===== src/rtl/tdce_pkg.sv =====
package tdce_pkg;

  localparam int ADDR_W = 16;
  localparam int TILE_W = 8;
  localparam int COUNT_W = 7;
  localparam int ROW_TILES = 32;
  localparam int ROW_BITS = $clog2(ROW_TILES);
  localparam int QUEUE_DEPTH = 4;
  localparam int PADDR_W = 3;

  localparam logic [TILE_W-1:0] CLEAR_TILE = 8'hEE;
  localparam logic [ADDR_W-1:0] ROW_STEP = ADDR_W'(ROW_TILES);
  localparam logic [PADDR_W-1:0] REG_TRANSITION_MODE = 3'd0;

  typedef enum logic [1:0] {
    PH_HIGH = 2'd0,
    PH_LOW  = 2'd1,
    PH_CMD  = 2'd2,
    PH_DATA = 2'd3
  } phase_t;

  typedef struct packed {
    logic                end_mark;
    logic [ADDR_W-1:0]   addr;
    logic [TILE_W-1:0]   tile;
    logic [COUNT_W-1:0]  count;
    logic                column;
  } entry_t;

  function automatic logic [ADDR_W-1:0] next_address(input logic [ADDR_W-1:0] a,
                                                     input logic column);
    logic [ROW_BITS-1:0] low_part;
    low_part = a[ROW_BITS-1:0] + 1'b1;
    if (column) begin
      next_address = a + ROW_STEP;
    end else begin
      next_address = {a[ADDR_W-1:ROW_BITS], low_part};
    end
  endfunction

endpackage


===== src/rtl/tdce_front.sv =====
module tdce_front (
  input  logic                         clk,
  input  logic                         rst,
  input  logic                         accept,
  input  logic [tdce_pkg::TILE_W-1:0]  list_byte,
  input  logic                         transition_mode,
  output logic                         push,
  output tdce_pkg::entry_t             push_entry
);

  tdce_pkg::phase_t phase, phase_next;
  logic [tdce_pkg::ADDR_W-1:0]  dest_pointer;
  logic [tdce_pkg::TILE_W-1:0]  dest_high_hold;
  logic [tdce_pkg::COUNT_W-1:0] remaining_count;
  logic                         mode_column;
  logic                         mode_fill;
  logic                         transparent;

  assign transparent = transition_mode && (list_byte == tdce_pkg::CLEAR_TILE);

  always_comb begin
    phase_next = phase;
    case (phase)
      tdce_pkg::PH_HIGH: begin
        if (accept && (list_byte != '0)) phase_next = tdce_pkg::PH_LOW;
      end
      tdce_pkg::PH_LOW: begin
        if (accept) phase_next = tdce_pkg::PH_CMD;
      end
      tdce_pkg::PH_CMD: begin
        if (accept) phase_next = tdce_pkg::PH_DATA;
      end
      tdce_pkg::PH_DATA: begin
        if (accept && (mode_fill || (remaining_count <= tdce_pkg::COUNT_W'(1)))) begin
          phase_next = tdce_pkg::PH_HIGH;
        end
      end
      default: phase_next = tdce_pkg::PH_HIGH;
    endcase
  end

  always_comb begin
    push = 1'b0;
    push_entry = '0;
    case (phase)
      tdce_pkg::PH_HIGH: begin
        push = accept && (list_byte == '0);
        push_entry.end_mark = 1'b1;
        push_entry.count = tdce_pkg::COUNT_W'(1);
      end
      tdce_pkg::PH_DATA: begin
        push = accept && (mode_fill || !transparent);
        push_entry.addr = dest_pointer;
        push_entry.tile = list_byte;
        push_entry.column = mode_column;
        push_entry.count = mode_fill ? remaining_count : tdce_pkg::COUNT_W'(1);
      end
      default: begin
        push = 1'b0;
      end
    endcase
  end

  always_ff @(posedge clk) begin
    if (rst) begin
      phase <= tdce_pkg::PH_HIGH;
      dest_pointer <= '0;
      dest_high_hold <= '0;
      remaining_count <= '0;
      mode_column <= 1'b0;
      mode_fill <= 1'b0;
    end else begin
      phase <= phase_next;
      if (accept) begin
        case (phase)
          tdce_pkg::PH_HIGH: begin
            if (list_byte != '0) dest_high_hold <= list_byte;
          end
          tdce_pkg::PH_LOW: begin
            dest_pointer <= {dest_high_hold, list_byte};
          end
          tdce_pkg::PH_CMD: begin
            remaining_count <= {1'b0, list_byte[5:0]} + tdce_pkg::COUNT_W'(1);
            mode_column <= list_byte[7];
            mode_fill <= list_byte[6] && !transition_mode;
          end
          tdce_pkg::PH_DATA: begin
            if (mode_fill) begin
              remaining_count <= '0;
            end else begin
              dest_pointer <= tdce_pkg::next_address(dest_pointer, mode_column);
              if (remaining_count != '0) remaining_count <= remaining_count - 1'b1;
            end
          end
          default: begin
            dest_pointer <= dest_pointer;
          end
        endcase
      end
    end
  end

endmodule


===== src/rtl/tdce_queue.sv =====
module tdce_queue #(
  parameter int DEPTH = tdce_pkg::QUEUE_DEPTH
) (
  input  logic             clk,
  input  logic             rst,
  input  logic             push,
  input  tdce_pkg::entry_t push_entry,
  output logic             full,
  input  logic             pop,
  output tdce_pkg::entry_t head,
  output logic             not_empty
);

  localparam int PTR_W = (DEPTH > 1) ? $clog2(DEPTH) : 1;
  localparam int CNT_W = $clog2(DEPTH + 1);
  localparam logic [PTR_W-1:0] LAST_PTR = PTR_W'(DEPTH - 1);
  localparam logic [CNT_W-1:0] FULL_CNT = CNT_W'(DEPTH);

  tdce_pkg::entry_t slots [DEPTH];
  logic [PTR_W-1:0] wr_ptr, rd_ptr;
  logic [CNT_W-1:0] fill;

  assign full = (fill == FULL_CNT);
  assign not_empty = (fill != '0);
  assign head = slots[rd_ptr];

  always_ff @(posedge clk) begin
    if (push && !full) slots[wr_ptr] <= push_entry;
  end

  always_ff @(posedge clk) begin
    if (rst) begin
      wr_ptr <= '0;
      rd_ptr <= '0;
      fill <= '0;
    end else begin
      if (push && !full) wr_ptr <= (wr_ptr == LAST_PTR) ? '0 : wr_ptr + 1'b1;
      if (pop && not_empty) rd_ptr <= (rd_ptr == LAST_PTR) ? '0 : rd_ptr + 1'b1;
      if ((push && !full) && !(pop && not_empty)) begin
        fill <= fill + 1'b1;
      end else if (!(push && !full) && (pop && not_empty)) begin
        fill <= fill - 1'b1;
      end
    end
  end

endmodule


===== src/rtl/tdce_back.sv =====
module tdce_back (
  input  logic                          clk,
  input  logic                          rst,
  input  logic                          q_valid,
  input  tdce_pkg::entry_t              q_head,
  output logic                          pop,
  output logic                          result_valid,
  input  logic                          result_ready,
  output logic                          result_kind,
  output logic [tdce_pkg::ADDR_W-1:0]   write_address,
  output logic [tdce_pkg::TILE_W-1:0]   write_tile,
  output logic                          last_of_run
);

  logic [tdce_pkg::COUNT_W-1:0] rem;
  logic                         column;
  logic                         load;
  logic                         done;

  assign last_of_run = (rem == tdce_pkg::COUNT_W'(1));
  assign done = result_valid && result_ready;
  assign load = q_valid && (!result_valid || (result_ready && last_of_run));
  assign pop = load;

  always_ff @(posedge clk) begin
    if (rst) begin
      result_valid <= 1'b0;
    end else if (load) begin
      result_valid <= 1'b1;
    end else if (done && last_of_run) begin
      result_valid <= 1'b0;
    end
  end

  always_ff @(posedge clk) begin
    if (load) begin
      result_kind <= q_head.end_mark;
      write_address <= q_head.addr;
      write_tile <= q_head.tile;
      rem <= q_head.count;
      column <= q_head.column;
    end else if (done && !last_of_run) begin
      write_address <= tdce_pkg::next_address(write_address, column);
      rem <= rem - 1'b1;
    end
  end

endmodule


===== src/rtl/tilemap_draw_command_engine_unit.sv =====
// an accepted byte's entry is queued, then loaded into the back end's result registers
// throughput: one list byte per cycle for header and copy bytes, one result per ready cycle
// a fill byte gives its run of 1 to 64 results at one per ready cycle from the back end,
// and the input stalls once the command queue between front and back is full
// reset: synchronous rst returns the parser to the destination high byte,
// empties the queue, drops any pending result and clears transition_mode
module tilemap_draw_command_engine_unit #(
  parameter int QUEUE_DEPTH = tdce_pkg::QUEUE_DEPTH
) (
  input  logic                            clk,
  input  logic                            rst,
  input  logic                            psel,
  input  logic                            penable,
  input  logic                            pwrite,
  input  logic [tdce_pkg::PADDR_W-1:0]    paddr,
  input  logic [31:0]                     pwdata,
  output logic [31:0]                     prdata,
  output logic                            pready,
  input  logic                            list_valid,
  output logic                            list_ready,
  input  logic [tdce_pkg::TILE_W-1:0]     list_byte,
  output logic                            result_valid,
  input  logic                            result_ready,
  output logic                            result_kind,
  output logic [tdce_pkg::ADDR_W-1:0]     write_address,
  output logic [tdce_pkg::TILE_W-1:0]     write_tile,
  output logic                            last_of_run
);

  logic             transition_mode;
  logic             accept;
  logic             push;
  tdce_pkg::entry_t push_entry;
  logic             q_full;
  logic             q_valid;
  tdce_pkg::entry_t q_head;
  logic             pop;

  assign pready = 1'b1;
  assign prdata = (paddr == tdce_pkg::REG_TRANSITION_MODE) ? {31'b0, transition_mode} : '0;

  always_ff @(posedge clk) begin
    if (rst) begin
      transition_mode <= 1'b0;
    end else if (psel && penable && pwrite && pready &&
                 (paddr == tdce_pkg::REG_TRANSITION_MODE)) begin
      transition_mode <= pwdata[0];
    end
  end

  assign list_ready = !q_full;
  assign accept = list_valid && list_ready;

  tdce_front u_front (
    .clk             (clk),
    .rst             (rst),
    .accept          (accept),
    .list_byte       (list_byte),
    .transition_mode (transition_mode),
    .push            (push),
    .push_entry      (push_entry)
  );

  tdce_queue #(
    .DEPTH (QUEUE_DEPTH)
  ) u_queue (
    .clk        (clk),
    .rst        (rst),
    .push       (push),
    .push_entry (push_entry),
    .full       (q_full),
    .pop        (pop),
    .head       (q_head),
    .not_empty  (q_valid)
  );

  tdce_back u_back (
    .clk           (clk),
    .rst           (rst),
    .q_valid       (q_valid),
    .q_head        (q_head),
    .pop           (pop),
    .result_valid  (result_valid),
    .result_ready  (result_ready),
    .result_kind   (result_kind),
    .write_address (write_address),
    .write_tile    (write_tile),
    .last_of_run   (last_of_run)
  );

endmodule


===== config.mk =====
export PLATFORM = sky130hd
export DESIGN_NAME = tilemap_draw_command_engine_unit
export DESIGN_NICKNAME = d
export VERILOG_FILES = /design/src/rtl/tdce_pkg.sv /design/src/rtl/tdce_front.sv /design/src/rtl/tdce_queue.sv /design/src/rtl/tdce_back.sv /design/src/rtl/tilemap_draw_command_engine_unit.sv
export SDC_FILE = /design/constraint.sdc
export NUM_CORES = 1
export LEC_CHECK = 0
export BUFFER_PORTS_ARGS = -buffer_cell sky130_fd_sc_hd__buf_2
export CELL_PAD_IN_SITES_DETAIL_PLACEMENT = 0
export CELL_PAD_IN_SITES_GLOBAL_PLACEMENT = 1
export CORE_ASPECT_RATIO = 1.25
export CORE_MARGIN = 10
export CORE_UTILIZATION = 43
export CTS_BUF_LIST = sky130_fd_sc_hd__clkbuf_2 sky130_fd_sc_hd__clkbuf_4 sky130_fd_sc_hd__clkbuf_8
export DETAILED_ROUTE_END_ITERATION = 7
export GPL_ROUTABILITY_DRIVEN = 0
export PLACE_DENSITY = 0.76
export SYNTH_ARGS = -nofsm -noshare
export SYNTH_HDL_FRONTEND = slang
export SYNTH_SLANG_ARGS = --single-unit

===== constraint.sdc =====
create_clock -name clk -period 9.4 [get_ports clk]
set_input_delay 1.88 -clock clk [delete_from_list [all_inputs] [get_ports clk]]
set_output_delay 1.88 -clock clk [all_outputs]
set_load 0.005 [all_outputs]

==> impl_results.md <==
- Leading area contributor after synthesis: edfxtp_1
- Row count: 61
- Sequential area share after synthesis: 60.7%
- Yosys top cell area share: 51.2%
- H-tree depth: 2
- CTS Buffer Depth: 3
- First-pass GRT wire length: 32200 µm
- Largest net degree at the start of global routing: 45
- Root buf cell: clkbuf_8
- Post-Syn Area per Cell: 13.4 µm²
- Crit Path Category: in -> reg
- Critical Path Sink: u_queue.fill[2]
- PostCTS Resize Cnt: 0
- Final hold slack: 0.468 ns
- Cts bufs inserted: 34
- Main flop type after synthesis: edfxtp_1
- Synth unique cells: 70
- Clock sink total: 211
- Synth-to-Final Area Change: 10.9%
- Most numerous cell in the Yosys netlist: edfxtp_1
- Crit. End Element: flip-flop
- Crit path time final: 4.51 ns
- Pre-CTS setup slack: 4.43 ns
- Die width: 154 µm
- Vias/cell: 5.57
- Die footprint: 28900 µm²
- Post-CTS Hold Buffers: 0
- Clock Skews: 0.0275 ns
- Setup TNS: 0 ns
- Drt drc: 0
- Crit. path cell count: 12
- Max VDD drop: 0.000104 V
- Status: finished clean
- PnR worst setup slack: 4.89 ns
- Leak: 3.84 nW
- CP startpoint: list_byte[0]
- R2r setup slk: 5.99 ns
- CP top delay family: simple AND/OR/NAND/NOR gates
- Initial Util: 43.6%
- RSZ-0062 raised after global routing: false
- Top Ports: 111
- Drt first-iter violations: 341
- Worst path required time: 9.80 ns
- Max incr delay on CP: 0.49 ns
- Highest Clock Rate: 222 MHz
- Critical R2R Capture: u_back.rem[4]
- Vias in the first global route: 6171
- Post-synthesis cell count: 723
- Final Cell Area: 10700 µm²
- R2R cell count: 5
- Buffers & Inverters on Critical Path: 3
- Placed cell area: 10000 µm²
- Antenna-violating nets left: 0
- Worst-Margin Slew: 1.04 ns
- Number of synthesized flops with an enable pin: 165
- Clock transition at the registers of the reported paths: 0.06 ns
- Routed len/inst: 18.8 µm
- Grt ovf: 0
- Inst Count DP: 1021
- Initial antenna violation count: 0
- DRT Pass-1 Iters: 5
- Max Cap Viol: 0
- Post-CTS Setup Bufs: 0
- Slew Viols, Final: 0
- Commonest cells post-synth: 165 x edfxtp_1, 46 x dfxtp_1, 44 x nor2_1
- I/O Buffers: 47
- Total GRT Usage: 13.5%
- Worst R2R Start: u_back.rem[3]
- Final setup vio count: 0
- Finished Layout Cells: 1080
- Vias: 6014
- Hold Path Class: reg -> reg
- WP data arrival: 4.91 ns
- Final Hold Viols: 0
- Antenna diodes: 0
- Power per Cell Area: 270 nW/µm²
- CP Launch Type: primary input
- Core footprint: 22200 µm²
- Die height: 188 µm
- Share of cells above drive strength 1: 19.9%
- CTS tree: built
- Hpwl dp: 13500 µm
- Routed WL: 20400 µm
- Worst-Skew Late Latency: 0.50 ns
- CP max-delay cell: or4b_4
- Synth warnings: 0
- Ranking of synthesized cells by area: edfxtp_1 51%, dfxtp_1 9.5%, mux4_2 7.7%
- Worst slew margin: 30.9%
- Hold Crit Depth: 2
- Fraction of registers with async set/reset: 0%
- Synth Cell Area: 9670 µm²
- Flops & latches, synth: 211
- Final net count: 846
- Crit-path cells: buf_2 -> inv_1 -> ha_1 -> or4b_4 -> o21ai_1 -> nor4b_4 -> ha_1 -> inv_1 -> fa_1 -> xor2_1 -> or3_1 -> a21oi_1
- Worst Path Max Fanout: 7
- Crit share post-route: 48.0%
-- tightest hold or removal path, cell delays in order, from the launching register on --
cell and delay [ns]:
dfxtp_1 0.31, nand2_1 0.07, a21oi_1 0.05
-- cells by family (layout without fill, tap and decap cells) --
family / Yosys count / after routing / synth area share, %
compound gates: 112 / 112 / 7.98
xor+xnor: 23 / 23 / 2.08
fa+ha+maj: 22 / 22 / 2.92
buf+inv: 95 / 139 / 5.13
flops: 211 / 211 / 60.7
mux: 52 / 52 / 9.73
other cells: 2 / 32 / 0.0776
simple gates: 206 / 206 / 11.3
-- layout make-up --
cell class	instances	area, µm²
timing repair buffer	51	265
multi-input combinational	447	3420
fill	1926	11500
clock inverter	7	81.3
clock buffer	52	628
tap	283	354
inverter	29	109
sequential	211	5880
-- through the flow --
stage,utilization (%),power [mW]
CTS,48.3,2.93
floorplan,-,1.87
global placement,45.1,2.07
detailed placement,45.1,2.10
finish,48.3,2.90
global route,48.3,3.06
-- report_power, final --
part	switching, mW	total, mW	internal (mW)	leakage, nW
logic	0.449	0.770	0.321	1.52
registers	0.119	1.31	1.19	1.94
clock network	0.334	0.814	0.479	0.378
total	0.903	2.90	1.99	3.84
-- per-layer routing --
metal	track usage, %	vias up	wire length (µm)	share of wire (%)
met3	3.50	36	1210	5.9
met4	5.09	0	384	1.9
met5	0	-	0	0
met2	23.0	191	10200	50
li1	-	2794	-	-
met1	16.1	2993	8580	42
-- registers in the layout, indices dropped and copies added (netlist names), named ones only --
register	cells
u_back.result_valid	1
transition_mode	1
u_front.mode_fill	1
u_back.result_kind	1
u_front.mode_column	1
u_back.rem	7
u_front.dest_high_hold	8
u_front.dest_pointer	16
u_back.write_tile	8
u_front.remaining_count	7
u_queue.rd_ptr	2
u_queue.slots	132
u_queue.wr_ptr	2
u_queue.fill	3
u_front.phase	2
u_back.write_address	16
u_back.column	1
-- cell usage in the layout, fill, tap and decap left out, types with 7 or more instances in the layout --
cell / count
inv_1: 28
o21ai_0: 26
xor2_1: 8
xnor2_1: 15
nand3_1: 34
nor3_1: 24
nor4_1: 7
conb_1: 32
a21oi_1: 25
edfxtp_1: 165
mux2i_1: 16
clkbuf_4: 14
ha_1: 21
clkbuf_8: 38
mux4_2: 33
nand2_1: 27
o31ai_1: 13
dfxtp_1: 44
and2_1: 26
buf_2: 47
nor2b_1: 9
nor2_1: 44
-- worst min-delay path by stage --
stage / slack, ns / start / endpoint
2_1_floorplan: 0.44 / u_front.dest_high_hold[2] / u_front.dest_pointer[10]
3_3_place_gp: 0.47 / u_front.dest_high_hold[2] / u_front.dest_pointer[10]
3_5_place_dp: 0.47 / u_front.dest_high_hold[2] / u_front.dest_pointer[10]
4_1_cts: 0.47 / u_front.dest_high_hold[2] / u_front.dest_pointer[10]
5_1_grt: 0.49 / u_front.dest_high_hold[2] / u_front.dest_pointer[10]
6_report: 0.47 / u_front.dest_high_hold[2] / u_front.dest_pointer[10]
Note: power is estimated with default switching activity, not from simulation.
